## config.mk

```make
export PLATFORM = sky130hd
export DESIGN_NAME = block_distribution_leader_map_core_flat
export DESIGN_NICKNAME = d
export VERILOG_FILES = /design/src/rtl/bdlm_pkg.sv /design/src/rtl/bdlm_if.sv /design/src/rtl/block_distribution_leader_map_core.sv /design/src/rtl/bdlm_div.sv /design/src/flat_wrapper.sv
export VERILOG_INCLUDE_DIRS = /design/src /design/src/rtl
export SDC_FILE = /design/constraint.sdc
export NUM_CORES = 1
export LEC_CHECK = 0
export BUFFER_PORTS_ARGS = -buffer_cell sky130_fd_sc_hd__buf_2
export CAP_MARGIN = 20
export CORE_UTILIZATION = 30
export DETAILED_ROUTE_END_ITERATION = 7
export PLACE_DENSITY = 0.55
export SYNTH_ARGS = -nofsm -noshare
export SYNTH_HDL_FRONTEND = slang
export SYNTH_SLANG_ARGS = --single-unit
```

## constraint.sdc

```tcl
create_clock -name clk -period 10.9 [get_ports clk]
set_input_delay 0.545 -clock clk [delete_from_list [all_inputs] [get_ports clk]]
set_output_delay 0.545 -clock clk [all_outputs]
set_load 0.02 [all_outputs]
```

## src/rtl/block_distribution_leader_map_core_macros.svh

```systemverilog
// ----------------------------------------------------------------------------
// Assertion macros for the block distribution leader map core
// Shared concurrent assertion forms, clocked on a rising edge, reset disabled.
// ----------------------------------------------------------------------------
`ifndef BLOCK_DISTRIBUTION_LEADER_MAP_CORE_MACROS_SVH
`define BLOCK_DISTRIBUTION_LEADER_MAP_CORE_MACROS_SVH

// Same-cycle implication
`define BDLM_ASSERT_NOW(label, clk, rst_n, ante, cons, msg) \
	label: assert property (@(posedge clk) disable iff (!(rst_n)) (ante) |-> (cons)) \
		else $error(msg);

// Next-cycle implication
`define BDLM_ASSERT_NEXT(label, clk, rst_n, ante, cons, msg) \
	label: assert property (@(posedge clk) disable iff (!(rst_n)) (ante) |=> (cons)) \
		else $error(msg);

`endif

```

## src/rtl/bdlm_pkg.sv

```systemverilog
// ----------------------------------------------------------------------------
// bdlm_pkg
// Widths, register indexes, sequencer states and divider control types.
// ----------------------------------------------------------------------------
package bdlm_pkg;

	// default rank ceiling
	localparam int MAX_RANKS_DEF = 64;

	// field widths
	localparam int COUNT_W    = 7;
	localparam int RANK_W     = 6;
	localparam int CFG_ADDR_W = 2;

	// configuration register indexes
	localparam logic [CFG_ADDR_W-1:0] CFG_CLIENT_COUNT = 2'd0;
	localparam logic [CFG_ADDR_W-1:0] CFG_SERVER_COUNT = 2'd1;

	// sequencer states
	typedef enum logic [2:0] {
		ST_IDLE,
		ST_DIV1,
		ST_MUL,
		ST_DIV2,
		ST_EMIT
	} state_t;

	// divider request
	typedef struct packed {
		logic               start;
		logic [COUNT_W-1:0] dividend;
		logic [COUNT_W-1:0] divisor;
	} div_req_t;

	// divider response
	typedef struct packed {
		logic               done;
		logic [COUNT_W-1:0] quotient;
		logic [COUNT_W-1:0] remainder;
	} div_rsp_t;

endpackage

```

## src/rtl/bdlm_if.sv

```systemverilog
// ----------------------------------------------------------------------------
// bdlm channel interfaces
// Valid/ready channels for the rank request, the server result and config.
// ----------------------------------------------------------------------------
interface bdlm_in_if;
	logic                         valid;
	logic                         ready;
	logic [bdlm_pkg::RANK_W-1:0]  client_rank;

	modport source (output valid, output client_rank, input ready);
	modport sink   (input valid, input client_rank, output ready);
endinterface

interface bdlm_out_if;
	logic                         valid;
	logic                         ready;
	logic [bdlm_pkg::RANK_W-1:0]  server_rank;
	logic                         leader;
	logic                         last;

	modport source (output valid, output server_rank, output leader, output last, input ready);
	modport sink   (input valid, input server_rank, input leader, input last, output ready);
endinterface

interface bdlm_cfg_if;
	logic                             valid;
	logic                             ready;
	logic [bdlm_pkg::CFG_ADDR_W-1:0]  addr;
	logic [bdlm_pkg::COUNT_W-1:0]     data;

	modport source (output valid, output addr, output data, input ready);
	modport sink   (input valid, input addr, input data, output ready);
endinterface

```

## src/rtl/block_distribution_leader_map_core.sv

```systemverilog
// The first result word follows one division when clients are fewer than servers,
// two divisions otherwise; the shared 7-step divider performs both divisions.
// A new rank is taken only once the last word of the previous block has left;
// the words of one block leave at one per cycle while rsp.ready is held high.
// Reset: asynchronous, active low; both counts return to 1, sequencer to idle.
// ----------------------------------------------------------------------------
// block_distribution_leader_map_core
// Maps a client rank onto its linked server ranks under a block distribution.
// ----------------------------------------------------------------------------
`include "block_distribution_leader_map_core_macros.svh"

module block_distribution_leader_map_core #(
	parameter int MAX_RANKS = bdlm_pkg::MAX_RANKS_DEF
) (
	input  logic        clk,
	input  logic        arst_n,
	bdlm_cfg_if.sink    cfg,
	bdlm_in_if.sink     req,
	bdlm_out_if.source  rsp
);

	localparam int CW = bdlm_pkg::COUNT_W;
	localparam int RW = bdlm_pkg::RANK_W;
	localparam int MW = 2 * CW;
	localparam logic [CW-1:0] SAT = CW'(MAX_RANKS);

	bdlm_pkg::state_t   state_q, state_d;
	bdlm_pkg::div_req_t div_req;
	bdlm_pkg::div_rsp_t div_rsp;

	logic [CW-1:0] nc_q, ns_q;
	logic [RW-1:0] rank_q;
	logic          small_q;
	logic          seg_q;
	logic [CW-1:0] per_q;
	logic [CW-1:0] remd_q;
	logic [RW-1:0] cur_q;
	logic [CW-1:0] left_q;
	logic          lead_q;

	logic          in_fire, out_fire, rank_ok, small_in;
	logic [CW-1:0] mul_a, mul_b;
	logic [MW-1:0] prod;
	logic          rank_lt_rem, in_big;
	logic [RW-1:0] blk_start, grp_r;
	logic [CW-1:0] blk_count;

	function automatic logic [CW-1:0] sat_count(input logic [CW-1:0] v);
		return (v > SAT) ? SAT : v;
	endfunction

	// configuration registers
	assign cfg.ready = 1'b1;

	always_ff @(posedge clk or negedge arst_n) begin
		if (!arst_n) begin
			nc_q <= CW'(1);
			ns_q <= CW'(1);
		end else if (cfg.valid) begin
			unique case (cfg.addr)
				bdlm_pkg::CFG_CLIENT_COUNT: nc_q <= sat_count(cfg.data);
				bdlm_pkg::CFG_SERVER_COUNT: ns_q <= sat_count(cfg.data);
				default: ;
			endcase
		end
	end

	// handshakes and request checks
	assign in_fire  = req.valid && req.ready;
	assign out_fire = rsp.valid && rsp.ready;
	assign rank_ok  = (nc_q != '0) && (ns_q != '0) && ({1'b0, req.client_rank} < nc_q);
	assign small_in = nc_q < ns_q;

	// shared multiplier: per*rank for a block, (per+1)*rem for groups
	assign mul_a = small_q ? per_q : per_q + CW'(1);
	assign mul_b = small_q ? {1'b0, rank_q} : remd_q;
	assign prod  = MW'(mul_a) * MW'(mul_b);

	// block case: first server and block length
	assign rank_lt_rem = {1'b0, rank_q} < remd_q;
	assign blk_start   = prod[RW-1:0] + (rank_lt_rem ? rank_q : remd_q[RW-1:0]);
	assign blk_count   = per_q + CW'(rank_lt_rem);

	// grouped case: pick the large or the normal groups
	assign in_big = MW'(rank_q) < prod;
	assign grp_r  = rank_q - prod[RW-1:0];

	bdlm_div u_div (
		.clk    (clk),
		.arst_n (arst_n),
		.req    (div_req),
		.rsp    (div_rsp)
	);

	// next state
	always_comb begin
		state_d = state_q;
		unique case (state_q)
			bdlm_pkg::ST_IDLE: if (in_fire && rank_ok) state_d = bdlm_pkg::ST_DIV1;
			bdlm_pkg::ST_DIV1: if (div_rsp.done) state_d = bdlm_pkg::ST_MUL;
			bdlm_pkg::ST_MUL:  state_d = small_q ? bdlm_pkg::ST_EMIT : bdlm_pkg::ST_DIV2;
			bdlm_pkg::ST_DIV2: if (div_rsp.done) state_d = bdlm_pkg::ST_EMIT;
			bdlm_pkg::ST_EMIT: if (out_fire && left_q == CW'(1)) state_d = bdlm_pkg::ST_IDLE;
			default:           state_d = bdlm_pkg::ST_IDLE;
		endcase
	end

	// outputs of the sequencer
	always_comb begin
		req.ready        = 1'b0;
		rsp.valid        = 1'b0;
		div_req.start    = 1'b0;
		div_req.dividend = '0;
		div_req.divisor  = '0;
		unique case (state_q)
			bdlm_pkg::ST_IDLE: begin
				req.ready        = 1'b1;
				div_req.start    = in_fire && rank_ok;
				div_req.dividend = small_in ? ns_q : nc_q;
				div_req.divisor  = small_in ? nc_q : ns_q;
			end
			bdlm_pkg::ST_MUL: begin
				div_req.start    = !small_q;
				div_req.dividend = in_big ? {1'b0, rank_q} : {1'b0, grp_r};
				div_req.divisor  = in_big ? mul_a : per_q;
			end
			bdlm_pkg::ST_EMIT: rsp.valid = 1'b1;
			default: ;
		endcase
	end

	always_ff @(posedge clk or negedge arst_n) begin
		if (!arst_n) begin
			state_q <= bdlm_pkg::ST_IDLE;
		end else begin
			state_q <= state_d;
		end
	end

	// working registers
	always_ff @(posedge clk) begin
		case (state_q)
			bdlm_pkg::ST_IDLE: begin
				if (in_fire) begin
					rank_q  <= req.client_rank;
					small_q <= small_in;
				end
			end
			bdlm_pkg::ST_DIV1: begin
				if (div_rsp.done) begin
					per_q  <= div_rsp.quotient;
					remd_q <= div_rsp.remainder;
				end
			end
			bdlm_pkg::ST_MUL: begin
				if (small_q) begin
					cur_q  <= blk_start;
					left_q <= blk_count;
					lead_q <= 1'b1;
				end else begin
					seg_q  <= !in_big;
					left_q <= CW'(1);
				end
			end
			bdlm_pkg::ST_DIV2: begin
				if (div_rsp.done) begin
					cur_q  <= seg_q ? remd_q[RW-1:0] + div_rsp.quotient[RW-1:0]
					                : div_rsp.quotient[RW-1:0];
					lead_q <= div_rsp.remainder == '0;
				end
			end
			bdlm_pkg::ST_EMIT: begin
				if (out_fire) begin
					cur_q  <= cur_q + RW'(1);
					left_q <= left_q - CW'(1);
				end
			end
			default: ;
		endcase
	end

	// result word
	assign rsp.server_rank = cur_q;
	assign rsp.leader      = lead_q;
	assign rsp.last        = left_q == CW'(1);

	// checks
	`BDLM_ASSERT_NOW(a_no_take_while_out, clk, arst_n, rsp.valid, !req.ready, "rank taken while a word waits")
	`BDLM_ASSERT_NOW(a_srv_in_range, clk, arst_n, rsp.valid, {1'b0, rsp.server_rank} < ns_q, "server rank beyond server count")
	`BDLM_ASSERT_NOW(a_div_done_waited, clk, arst_n, div_rsp.done, state_q == bdlm_pkg::ST_DIV1 || state_q == bdlm_pkg::ST_DIV2, "divider finished while not awaited")
	`BDLM_ASSERT_NEXT(a_last_to_idle, clk, arst_n, out_fire && rsp.last, req.ready, "not idle after last word")

endmodule

```

## src/rtl/bdlm_div.sv

```systemverilog
// ----------------------------------------------------------------------------
// bdlm_div
// Restoring divider, one quotient bit a cycle; done pulses with the result.
// ----------------------------------------------------------------------------
module bdlm_div (
	input  logic               clk,
	input  logic               arst_n,
	input  bdlm_pkg::div_req_t req,
	output bdlm_pkg::div_rsp_t rsp
);

	localparam int W  = bdlm_pkg::COUNT_W;
	localparam int CW = $clog2(W);

	logic [W-1:0]  quo_q;
	logic [W-1:0]  div_q;
	logic [W-1:0]  rem_q;
	logic [CW-1:0] cnt_q;
	logic          busy_q;
	logic          done_q;
	logic [W:0]    shift;
	logic [W:0]    diff;
	logic          fits;

	// shift in the next dividend bit and trial-subtract
	assign shift = {rem_q, quo_q[W-1]};
	assign diff  = shift - {1'b0, div_q};
	assign fits  = shift >= {1'b0, div_q};

	// control: count the iterations
	always_ff @(posedge clk or negedge arst_n) begin
		if (!arst_n) begin
			busy_q <= 1'b0;
			done_q <= 1'b0;
			cnt_q  <= '0;
		end else if (req.start) begin
			busy_q <= 1'b1;
			done_q <= 1'b0;
			cnt_q  <= '0;
		end else if (busy_q) begin
			cnt_q <= cnt_q + CW'(1);
			if (cnt_q == CW'(W - 1)) begin
				busy_q <= 1'b0;
				done_q <= 1'b1;
			end
		end else begin
			done_q <= 1'b0;
		end
	end

	// datapath: load, then one step a cycle
	always_ff @(posedge clk) begin
		if (req.start) begin
			quo_q <= req.dividend;
			div_q <= req.divisor;
			rem_q <= '0;
		end else if (busy_q) begin
			quo_q <= {quo_q[W-2:0], fits};
			rem_q <= fits ? diff[W-1:0] : shift[W-1:0];
		end
	end

	assign rsp.done      = done_q;
	assign rsp.quotient  = quo_q;
	assign rsp.remainder = rem_q;

endmodule
```

## src/flat_wrapper.sv

```systemverilog
// flat-port wrapper written by rule: the top's interface ports become plain ports
module block_distribution_leader_map_core_flat 
#(
	parameter int MAX_RANKS = bdlm_pkg::MAX_RANKS_DEF
)
  (clk, arst_n, cfg_valid, cfg_addr, cfg_data, cfg_ready, req_valid, req_client_rank, req_ready, rsp_valid, rsp_server_rank, rsp_leader, rsp_last, rsp_ready);
  bdlm_cfg_if cfg_i ();
  bdlm_in_if req_i ();
  bdlm_out_if rsp_i ();
  input  logic clk;
  input  logic arst_n;
  input wire logic [$bits(cfg_i.valid)-1:0] cfg_valid;
  input wire logic [$bits(cfg_i.addr)-1:0] cfg_addr;
  input wire logic [$bits(cfg_i.data)-1:0] cfg_data;
  output wire logic [$bits(cfg_i.ready)-1:0] cfg_ready;
  input wire logic [$bits(req_i.valid)-1:0] req_valid;
  input wire logic [$bits(req_i.client_rank)-1:0] req_client_rank;
  output wire logic [$bits(req_i.ready)-1:0] req_ready;
  output wire logic [$bits(rsp_i.valid)-1:0] rsp_valid;
  output wire logic [$bits(rsp_i.server_rank)-1:0] rsp_server_rank;
  output wire logic [$bits(rsp_i.leader)-1:0] rsp_leader;
  output wire logic [$bits(rsp_i.last)-1:0] rsp_last;
  input wire logic [$bits(rsp_i.ready)-1:0] rsp_ready;
  assign cfg_i.valid = cfg_valid;
  assign cfg_i.addr = cfg_addr;
  assign cfg_i.data = cfg_data;
  assign cfg_ready = cfg_i.ready;
  assign req_i.valid = req_valid;
  assign req_i.client_rank = req_client_rank;
  assign req_ready = req_i.ready;
  assign rsp_valid = rsp_i.valid;
  assign rsp_server_rank = rsp_i.server_rank;
  assign rsp_leader = rsp_i.leader;
  assign rsp_last = rsp_i.last;
  assign rsp_i.ready = rsp_ready;
  block_distribution_leader_map_core #(.MAX_RANKS(MAX_RANKS)) u_core (.clk(clk), .arst_n(arst_n), .cfg(cfg_i), .req(req_i), .rsp(rsp_i));
endmodule
```

== Word-level counts from Yosys, hierarchy flattened ==
Index checks and enable logic that the tools add are counted.
W data, S select, Z words.

* Bits in registers: 79
* Input bits: 20
* Word-level logic and storage cells: 113

* Add/subtract/negate cells: 9
* Multipliers: 1
* $lt $le $gt $ge: 6
* Eq/ne operators: 14
* Mux-type cells: 39
* Bitwise operators: 1
* Reduce and logical (&&, ||, !) cells: 26

{| class="wikitable"
|+ Operators with widths
! kind !! count
|-
| $mux W7 || 11
|-
| $mux W6 || 6
|-
| $pmux W15 S2 || 1
|-
| $mux W3 || 7
|-
| $pmux W6 S3 || 1
|-
| $pmux W3 S5 || 1
|-
| $lt A6 B14 Y1 || 1
|-
| $lt A6 B7 Y1 || 2
|-
| $mul A7 B7 Y14 || 1
|-
| $pmux W7 S2 || 1
|-
| $reduce_bool A7 Y1 || 2
|-
| $add A6 B6 Y6 || 2
|-
| $reduce_and A2 Y1 || 6
|-
| $mux W1 || 10
|-
| $ge A8 B7 Y1 || 1
|-
| $ne A2 B1 Y1 const B || 4
|-
| $reduce_and A4 Y1 || 2
|-
| $add A7 B1 Y7 || 1
|-
| $add A7 B1 Y7 const B || 1
|-
| $eq A7 B1 Y1 const B || 1
|-
| $gt A7 B7 Y1 const B || 1
|-
| $logic_not A7 Y1 || 1
|-
| $lt A7 B7 Y1 || 1
|-
| $sub A7 B1 Y7 const B || 1
|-
| other kinds (19) || 30
|}

== Longest topological paths before layout ==
Gate-level depths: netlist (run 1).

* Depth after elaboration: 7
* Gate-level depth with buffers: 22
* Gate-level depth less buffers: 22

== Cells and area by module ==
From an unflattened synthesis (run 1), not the netlist that was laid out.

* Cells, all modules: 852
* Area, all modules: 7706.1 µm²

{| class="wikitable"
|+ Modules (own cells, without submodules)
! module !! instances !! cells an instance !! area an instance (µm²) !! seq. area each (µm²)
|-
| block_distribution_leader_map_core || 1 || 702 || 6129.6 || 1508.9
|-
| bdlm_div || 1 || 150 || 1576.5 || 685.7
|}

== Worst setup path after synthesis (run 1) ==
No wires, ideal clock.

* Path kind: flip-flop to flip-flop
* Start: register u_core.small_q
* End: register u_core.u_div.quo_q[1] (data pin)
* Library setup time: 0.279 ns
* Arrival time: 5.699 ns
* Required time: 10.621 ns
* Slack: 4.923 ns
* Stages on the path, launching flop included: 19
* Clock period less this slack: 5.977 ns
* Cell sequence: edfxtp_1 > buf_1 > clkbuf_1 > mux2i_1 > nor2_1 > fa_1 > inv_1 > fa_1 > inv_1 > fa_1 > inv_1 > fa_1 > inv_1 > ha_1 > or4_4 > a2111oi_4 > nand4_4 > mux2_2 > o221ai_2

* Cells in the longest elaborated chain, start to end: 6

{| class="wikitable"
|+ RTL lines
! what !! RTL line !! source
|-
| start: declaration || block_distribution_leader_map_core.sv:33 || <nowiki>logic small_q;</nowiki>
|-
| start signal: assignment || block_distribution_leader_map_core.sv:146 || <nowiki>small_q <= small_in;</nowiki>
|-
| $mux W7, on equally long branches || block_distribution_leader_map_core.sv:75, block_distribution_leader_map_core.sv:76 ||
|-
| $mul A7 B7 Y14 || block_distribution_leader_map_core.sv:77 || <nowiki>assign prod = MW'(mul_a) * MW'(mul_b);</nowiki>
|-
| $lt A6 B14 Y1 / $sub A6 B6 Y6 (equally long branches) || block_distribution_leader_map_core.sv:85, block_distribution_leader_map_core.sv:86 ||
|-
| $mux W6 || block_distribution_leader_map_core.sv:124 || <nowiki>div_req.dividend = in_big ? {1'b0, rank_q} : {1'b0, grp_r};</nowiki>
|-
| $pmux W15 S2 * || block_distribution_leader_map_core.sv:115 || <nowiki>unique case (state_q)</nowiki>
|-
| $mux W7 * || bdlm_div.sv:53 || <nowiki>if (req.start) begin</nowiki>
|-
| end signal: assignment || bdlm_div.sv:54 || <nowiki>quo_q <= req.dividend;</nowiki>
|-
| end signal: assignment || bdlm_div.sv:58 || <nowiki>quo_q <= {quo_q[W-2:0], fits};</nowiki>
|-
| end: declaration || bdlm_div.sv:15 || <nowiki>logic [W-1:0] quo_q;</nowiki>
|}

Mark *: on every way between the ends. The rest lies on a longest branch, timed or not.
A chain may end at the register's enable or synchronous reset.

==> results of run 1 <==
## final timing paths
check	start	to	slack, ns	depth (start not counted)
min reg2reg	u_core.u_div.quo_q[6]$_DFFE_PP_	u_core.per_q[6]$_DFFE_PP_	0.50	0
min in group clk	req_client_rank[0]	u_core.rank_q[0]$_DFFE_PP_	0.39	1
max in group asynchronous	arst_n	u_core.nc_q[0]$_DFFE_PN1P_	10.37	1
max reg2reg	u_core.per_q[1]$_DFFE_PP_	u_core.u_div.div_q[1]$_DFFE_PP_	4.30	19
max	u_core.per_q[1]$_DFFE_PP_	u_core.u_div.div_q[1]$_DFFE_PP_	4.30	19
min	arst_n	u_core.u_div.cnt_q[0]$_DFFE_PN0P_	0.17	1
## cell type report
| class | count | area (µm²) |
|---|---|---|
| fill | 2345 | 15000 |
| multi-input combinational | 565 | 4437 |
| sequential | 79 | 2195 |
| tap | 313 | 391.6 |
| inverter | 76 | 285.3 |
| clock buffer | 11 | 254.0 |
| timing repair buffer | 33 | 175.2 |
| clock inverter | 5 | 41.29 |
## cells by family (layout without fill, tap and decap cells)
group                    Yosys count  count (layout)  share of synthesized area [%]
other                              1               1                        0.05364
flip-flops                        79              79                          31.39
XOR/XNOR                          47              47                          5.889
multiplexers                      43              43                          6.283
adder cells (fa/ha/maj)          107             107                          22.16
buffers and inverters             95             125                          5.209
AND/OR/NAND/NOR                  216             216                          14.86
AO/OA/AOI/OAI                    151             151                          14.16
## stage by stage
step	std cells	instance area (µm²)	util, %
after floorplan	739	6990	-
after global placement	1066	7483	32.85
after detailed placement	1066	7483	32.85
after CTS	1082	7779	34.15
after global routing	1082	7779	34.15
final	1082	7779	34.15
## state kept, by name, indices dropped and copies added (netlist names), 3 cells and up
| signal | flops |
|---|---|
| u_core.rsp.server_rank | 6 |
| u_core.u_div.cnt_q | 3 |
| u_core.u_div.div_q | 7 |
| u_core.remd_q | 7 |
| u_core.state_q | 3 |
| u_core.u_div.rem_q | 7 |
| u_core.nc_q | 7 |
| u_core.ns_q | 7 |
| u_core.u_div.quo_q | 7 |
| u_core.rank_q | 6 |
| u_core.left_q | 7 |
| u_core.per_q | 7 |
## cells in the final DEF (no fill, tap or decap), types with 3 or more instances in the layout
master     instances
or3_1              3
nand2_1           53
ha_1              79
o21a_1             4
nor2_1            75
fa_1              28
dfxtp_1            7
dfrtp_1           20
a41oi_1            6
inv_1             75
nand2b_1          20
nor3b_1            3
a211oi_1           6
a21boi_0           4
a21o_1            12
nor3_1             9
edfxtp_1          50
o221ai_1           7
or2_2             10
nand3_1           11
mux2_2             7
o21ai_0           43
and3_1             4
clkbuf_16         10
nor4_1             5
a21oi_1           34
nor2b_1           11
xnor2_1           30
buf_4              4
buf_2             29
xor2_1            17
o22ai_1           12
mux2i_1           36
a22oi_1            4
## per-layer routing
| metal | GRT usage, % | up-vias |
|---|---|---|
| met1 | 20.81 | 2553 |
| met3 | 2.466 | 12 |
| met4 | 2.593 | 0 |
| met2 | 25.08 | 100 |
| met5 | 0 | - |
| li1 | - | 2657 |
==> impl_metrics.yaml, run 1 <==
yosys:
  synth_area_mm2: 0.006990
  synthTopCellsByCount: "79 x ha_1, 75 x inv_1, 75 x nor2_1"
  avgSynthCellArea_um2: 9.459
  synth_area_leaders: "edfxtp_1 21%, ha_1 14%, fa_1 8.0%"
  synthDistinctLibCells: 60
  synth_edf_count: 50
  yosys_warnings: 0
  async_flop_share_pct: 27.85
  yosys.cell_count.top_type: "ha_1"
  synth_top_area_cell: "edfxtp_1"
  ys_seq_area_share_pct: 31.39
  ys.flop_type: "edfxtp_1"
  netlist.area_leader.share_pct: 21.48
  synthesis.nets: 866
  ys_seq_elements: 79
  syn_inst: 739
layout:
  drive_gt1_share_pct: 10.01
  n_antenna_cell: 0
  nets: 891
  syn2layout_area_growth_pct: 11.28
route:
  wl_per_cell_um: 15.98
  wl_met3_um: 558
  avgViaCountPerCell: 4.919
  antenna_left: 0
  remaining_drc_errors: 0
  wl_met1_mm: 8.414
  wl_met2_mm: 8.200
  drtPass1Iterations: 4
  highest_layer: "met4"
  vias: 5322
  routed_wl_mm: 17.29
  drt_first_iter_violations: 371
clock_tree:
  cts.sinks: 79
  clockBufferDepth: 2
  cts_max_level: 3
  cts_hold_buf: 0
  cts_tree: "built"
  path_clk_slew_ns: 0.07
  cts.root.buffer_cell: "clkbuf_16"
  cts_made_buffers: 9
  cts_resized: 0
  post_cts_buffers: 0
  clock_latency_ns: 0.34
critical_path:
  crit_type: "register to register"
  critPathTopFamily: "adder cells"
  arrival_ns: 6.68
  cpPeakStageDelay_ns: 0.55
  critPathBufInv: 4
  critPathMaxFanout: 8
  cp-start-kind: "register"
  worstSetupEndpointType: "register"
  path_cells: "ha_1 -> nor2b_1 -> nand3_1 -> xor2_1 -> nor2_1 -> fa_1 -> inv_1 -> fa_1 -> inv_1 -> fa_1 -> inv_1 -> fa_1 -> inv_1 -> ha_1 -> or4_4 -> a2111oi_4 -> nand4_4 -> mux2i_1 -> o22ai_1"
  worstPathRequired_ns: 10.98
  critPathSlowestCell: "edfxtp_1"
place:
  place.port_buffers: 29
  gp_congestion: 0.8314
  dp_worst_setup_slack_ns: 4.366
  hpwl_mm: 13.69
sta:
  skew_ns: 0.007356
  tightest_slew_ns: 1.069
  hold_viol_final: 0
  period_share_pct: 60.53
  slew_viol_final: 0
  slew_headroom_pct: 28.38
  maxClockFrequency_mhz: 151.6
  grt_setup_unrepaired: "no"
  period_minus_slack_ns: 6.598
  worst_slack_ns: 4.302
  setup-tns-final_ns: 0
  hold_ws_ns: 0.1674
  setup_viol: 0
global_routing:
  overflow: 0
  grt_pass1_vias: 5253
  antenna_found_initial: 0
  grt_first_pass_wirelength_mm: 28.08
  grt_max_degree: 23
  grt.total_usage_pct: 15.10
min_path:
  hp-class: "input pin to asynchronous set/reset pin"
status:
  status: "complete, no violations"
floorplanning:
  num_rows: 55
  core-area_mm2: 0.02278
  ios: 31
  die_h_um: 154.7
  die-width_um: 154.7
  initial_utilization_pct: 30.69
  fp.dieArea_mm2: 0.02392
job:
  maxCapViolCount: 0
Power of run 1 is not shown: default switching activity piles up to over one toggle a cycle in this logic, so the estimate is an artifact.
==> run 2, diff against run 1 <==
==> constraint.sdc (replaced) <==
create_clock -name clk -period 6.8 [get_ports clk]
set_input_delay 0.34 -clock clk [delete_from_list [all_inputs] [get_ports clk]]
set_output_delay 0.34 -clock clk [all_outputs]
set_load 0.02 [all_outputs]
==> run 2 against run 1 <==
  * First-iteration DRC count down 36%
  * Register-to-register slack worse by 3.8 ns
  * Setup slack worse by 3.8 ns
  * Routed wire length down 0.32%
  * Cell count up 1.4%
  * Non-clock buffer count up 15
  * Clock-buffer cell count down 1
  * Clock skew up 0.0011 ns
  * Die area unchanged
  * Critical path depth up 2
  * Critical endpoint is now u_core.u_div.quo_q[0]$_DFFE_PP_
==> impl_metrics.yaml, run 2 (synthesis results as in run 1) <==
critical_path:
  path_cells: "ha_1 -> nor2b_1 -> nand3_1 -> xor2_1 -> nor2_1 -> fa_1 -> ha_1 -> inv_1 -> fa_1 -> fa_1 -> inv_1 -> ha_1 -> xor2_1 -> ha_1 -> o32ai_1 -> nor4_1 -> o311ai_0 -> a2111oi_4 -> nand4_4 -> mux2_2 -> o221ai_2"
  cp-startpoint: "u_core.per_q[0]$_DFFE_PP_"
  crit_type: "register to register"
  crit_path_end: "u_core.u_div.quo_q[0]$_DFFE_PP_"
  critPathBufInv: 2
  critical_path_depth: 21
  reg2regPathDepth: 21
  critPathMaxFanout: 8
  worstPathRequired_ns: 6.87
  arrival_ns: 6.32
  worstSetupEndpointType: "register"
  r2r_start: "u_core.per_q[0]$_DFFE_PP_"
  critPathTopFamily: "adder cells"
  critPathSlowestCell: "fa_1"
  cpPeakStageDelay_ns: 0.55
  cpMostUsedCell: "ha_1"
  cp-start-kind: "register"
  regToRegEndpoint: "u_core.u_div.quo_q[0]$_DFFE_PP_"
  r2r_setup_slack_ns: 0.54
layout:
  nets: 906
  multi_input_area_mm2: 0.004437
  fill_cells: 2318
  drive_gt1_share_pct: 11.48
  seqCellArea_mm2: 0.002195
  final_util_pct: 34.58
  finalInstanceArea_mm2: 0.007876
  syn2layout_area_growth_pct: 12.67
  layout_common_cells: "79 x ha_1, 75 x nor2_1, 75 x inv_1, 53 x nand2_1, 50 x edfxtp_1"
  layout_commonest_cell: "ha_1"
  n_antenna_cell: 0
sta:
  skew_ns: 0.008436
  setup_viol: 0
  tightest_slew_ns: 0.9529
  hold_viol_final: 0
  grt_setup_unrepaired: "no"
  worst_slack_ns: 0.5421
  slew_viol_final: 0
  maxClockFrequency_mhz: 159.8
  period_minus_slack_ns: 6.258
  period_share_pct: 92.03
  setup-tns-final_ns: 0
  slew_headroom_pct: 36.41
clock_tree:
  cts_resized: 0
  cts_tree: "built"
  cts.sinks: 79
  post_cts_buffers: 0
  clockBufferDepth: 2
  path_clk_slew_ns: 0.06
  cts.root.buffer_cell: "clkbuf_16"
  cts_hold_buf: 1
  cts_made_buffers: 9
  clock_latency_ns: 0.35
  cts_max_level: 3
floorplanning:
  die-width_um: 154.7
  core-area_mm2: 0.02278
  initial_utilization_pct: 30.69
  ios: 31
  die_h_um: 154.7
  fp.dieArea_mm2: 0.02392
  num_rows: 55
route:
  avgViaCountPerCell: 4.838
  remaining_drc_errors: 0
  antenna_left: 0
  drt_first_iter_violations: 239
  wl_per_cell_um: 15.71
  routed_wl_mm: 17.24
  drtPass1Iterations: 4
  vias: 5307
global_routing:
  grt_first_pass_wirelength_mm: 28.78
  grt.total_usage_pct: 15.41
  grt_pass1_vias: 5344
  overflow: 0
  antenna_found_initial: 0
  grt_max_degree: 23
place:
  place.port_buffers: 29
  dp_worst_setup_slack_ns: 0.5623
  placed_cell_area_mm2: 0.007581
  gp_congestion: 0.8316
  hpwl_mm: 13.87
status:
  status: "complete, no violations"
min_path:
  hp-class: "input pin to register"
  min_path_cells: 1
job:
  maxCapViolCount: 0
run 2: final cells by class:
type,instances,share of cell area [%]
Timing Repair Buffer,48,3.733
Inverter,76,3.622
Tap cell,313,4.972
Clock buffer,10,2.907
Clock inverter,6,0.5719
Multi-Input combinational cell,565,56.33
Sequential cell,79,27.86
run 2: metrics by stage:
| step | std cells | hold slack (ns) |
|---|---|---|
| 4_1_cts | 1096 | 0.1652 |
| 3_3_place_gp | 1079 | 0.3441 |
| 6_report | 1097 | 0.1795 |
| 5_1_grt | 1097 | 0.1673 |
| 3_5_place_dp | 1079 | 0.3443 |
| 2_1_floorplan | 739 | 0.04441 |
run 2: worst register-to-register path: cells and delay by family (launching register included):
kind	cells	cell delay (ns)
AO/OA/AOI/OAI	4	0.88
XOR/XNOR	2	0.72
adder cells (fa/ha/maj)	7	2.63
buffers and inverters	2	0.10
flip-flops	1	0.35
multiplexers	1	0.32
AND/OR/NAND/NOR	5	0.99
run 2: routing by layer:
metal  global-route usage [%]  routed length (µm)  vias to the layer above
met1                    20.96                8495                     2543
met5                        0                   0                        -
li1                         -                   -                     2682
met4                    3.300                 158                        0
met3                    2.494                 439                       14
met2                    25.66                8143                       68
run 2: how the worst min path moves through the flow:
stage,from,to
final,req_client_rank[0],u_core.rank_q[0]$_DFFE_PP_
after global placement,arst_n,u_core.u_div.cnt_q[1]$_DFFE_PN0P_
after global routing,req_client_rank[0],u_core.rank_q[0]$_DFFE_PP_
after detailed placement,arst_n,u_core.u_div.cnt_q[0]$_DFFE_PN0P_
after CTS,req_client_rank[0],u_core.rank_q[0]$_DFFE_PP_
after floorplan,arst_n,u_core.nc_q[1]$_DFFE_PN0P_
Power of run 2 is left out for the same reason.
==> run 3, diff against run 2 <==
--- a/config.mk
+++ b/config.mk
@@ -10,6 +10,8 @@
 export CAP_MARGIN = 20
 export CORE_UTILIZATION = 30
 export DETAILED_ROUTE_END_ITERATION = 7
+export GPL_TIMING_DRIVEN = 0
+export HOLD_SLACK_MARGIN = 0.15
 export PLACE_DENSITY = 0.55
 export SYNTH_ARGS = -nofsm -noshare
 export SYNTH_HDL_FRONTEND = slang
==> run 3 against run 2 <==
  * Clock-buffer cell count increased by 2
  * Setup slack got worse by 0.23 ns
  * Sequential share of layout area decreased by 0.53 points
  * Core utilization increased by 0.67 points
  * Cell area increased by 1.9%
  * Via count increased by 1.9%
  * Clock skew increased by 0.00098 ns
  * Critical path depth increased by 1
  * Register-to-register slack got worse by 0.23 ns
  * Critical path type unchanged
  * Largest cell class unchanged
==> impl_metrics.yaml, run 3 (synthesis results as in run 1) <==
critical_path:
  worstSetupEndpointType: "register"
  crit_type: "register to register"
  critPathMaxFanout: 10
  worstPathRequired_ns: 6.87
  critPathSlowestCell: "fa_1"
  arrival_ns: 6.56
  critPathTopFamily: "adder cells"
  cpPeakStageDelay_ns: 0.56
  critPathBufInv: 6
  cp-start-kind: "register"
  path_cells: "clkbuf_4 -> clkbuf_4 -> mux2i_4 -> nor2_1 -> fa_1 -> ha_1 -> inv_1 -> fa_1 -> fa_1 -> inv_1 -> ha_1 -> xor2_1 -> ha_1 -> o32ai_1 -> nor4_1 -> o311ai_1 -> a2111oi_4 -> buf_4 -> buf_4 -> a41oi_1 -> xnor2_1 -> o22ai_1"
sta:
  grt_setup_unrepaired: "no"
  tightest_slew_ns: 0.9026
  setup-tns-final_ns: 0
  maxClockFrequency_mhz: 154.0
  setup_viol: 0
  slew_headroom_pct: 39.77
  period_minus_slack_ns: 6.492
  period_share_pct: 95.47
  hold_viol_final: 0
  slew_viol_final: 0
  skew_ns: 0.009415
floorplanning:
  num_rows: 55
  initial_utilization_pct: 30.69
  die-width_um: 154.7
  die_h_um: 154.7
  core-area_mm2: 0.02278
  ios: 31
  fp.dieArea_mm2: 0.02392
layout:
  n_antenna_cell: 0
  final_util_pct: 35.25
  layout_commonest_cell: "ha_1"
  syn2layout_area_growth_pct: 14.86
  drive_gt1_share_pct: 12.85
  layout_common_cells: "79 x ha_1, 75 x nor2_1, 75 x inv_1, 53 x nand2_1, 50 x edfxtp_1"
  nets: 916
route:
  wl_per_cell_um: 15.27
  avgViaCountPerCell: 4.883
  remaining_drc_errors: 0
  drtPass1Iterations: 4
  vias: 5406
  routed_wl_mm: 16.91
  drt_first_iter_violations: 263
  antenna_left: 0
global_routing:
  overflow: 0
  antenna_found_initial: 0
  grt.total_usage_pct: 15.15
  grt_max_degree: 23
  grt_first_pass_wirelength_mm: 28.48
  grt_pass1_vias: 5399
job:
  maxCapViolCount: 0
clock_tree:
  cts.sinks: 79
  clockBufferDepth: 2
  path_clk_slew_ns: 0.06
  cts_max_level: 3
  clock_latency_ns: 0.34
  cts_made_buffers: 9
  cts.root.buffer_cell: "clkbuf_16"
  cts_tree: "built"
status:
  status: "complete, no violations"
place:
  hpwl_mm: 13.68
  place.port_buffers: 29
  gp_congestion: 0.8344
min_path:
  hp-class: "input pin to register"
-- run 3: changes by cell type in the layout (fill, tap and decap cells not counted), moves of 3 or more --
cell and delta:
buf_4 -7, mux2i_1 -6, clkbuf_1 +11, mux2i_2 +4, xnor2_1 -3, xnor2_2 +3, buf_2 +3
-- run 3: worst paths after layout --
kind	start	endpoint	slack, ns	cells after the start
setup / recovery	u_core.small_q$_DFFE_PP_	u_core.u_div.div_q[0]$_DFFE_PP_	0.31	22
hold / removal	req_client_rank[0]	u_core.rank_q[0]$_DFFE_PP_	0.20	1
setup reg to reg	u_core.small_q$_DFFE_PP_	u_core.u_div.div_q[0]$_DFFE_PP_	0.31	22
hold reg to reg	u_core.u_div.quo_q[6]$_DFFE_PP_	u_core.per_q[6]$_DFFE_PP_	0.51	0
max in group asynchronous	arst_n	u_core.ns_q[0]$_DFFE_PN1P_	5.94	2
min in group asynchronous	arst_n	u_core.u_div.cnt_q[0]$_DFFE_PN0P_	0.50	2
-- run 3: final cells by class --
| class | instances | area, µm² |
|---|---|---|
| plain buffers | 18 | 82.58 |
| clock buffers | 12 | 267.8 |
| clock inverters | 4 | 27.53 |
| fillers | 2359 | 14750 |
| inverters | 76 | 285.3 |
| multi-input cells | 565 | 4546 |
| flip-flops and latches | 79 | 2195 |
| well taps | 313 | 391.6 |
| repair buffers | 40 | 234.0 |
-- run 3: through the flow --
stage          worst slack (ns)  hold slack, ns  instances  instance area, µm²
3_5_place_dp            -0.7313          0.3491       1082                7543
6_report                 0.3077          0.1995       1107                8029
4_1_cts                 0.04351          0.1870       1101                7878
2_1_floorplan            0.8228         0.04441        739                6990
5_1_grt                0.002631          0.1885       1107                8029
3_3_place_gp            -0.7790          0.3501       1081                7527
-- run 3: timing repair --
item	CTS	global route
hold buffers	1	0
buffers inserted	2	7
endpoints found under the setup margin	14	13
hold endpoints to repair	20	0
pin swaps	1	1
resized for setup	4	20
-- run 3: per-layer routing --
layer  vias up  share of wire (%)  track usage, %
met4         0                1.3           3.536
met3        17                3.5           2.045
met1      2607                 49           21.58
met2        72                 46           24.24
li1       2710                  -               -
met5         -                  0               0
Power of run 3 is left out for the same reason.
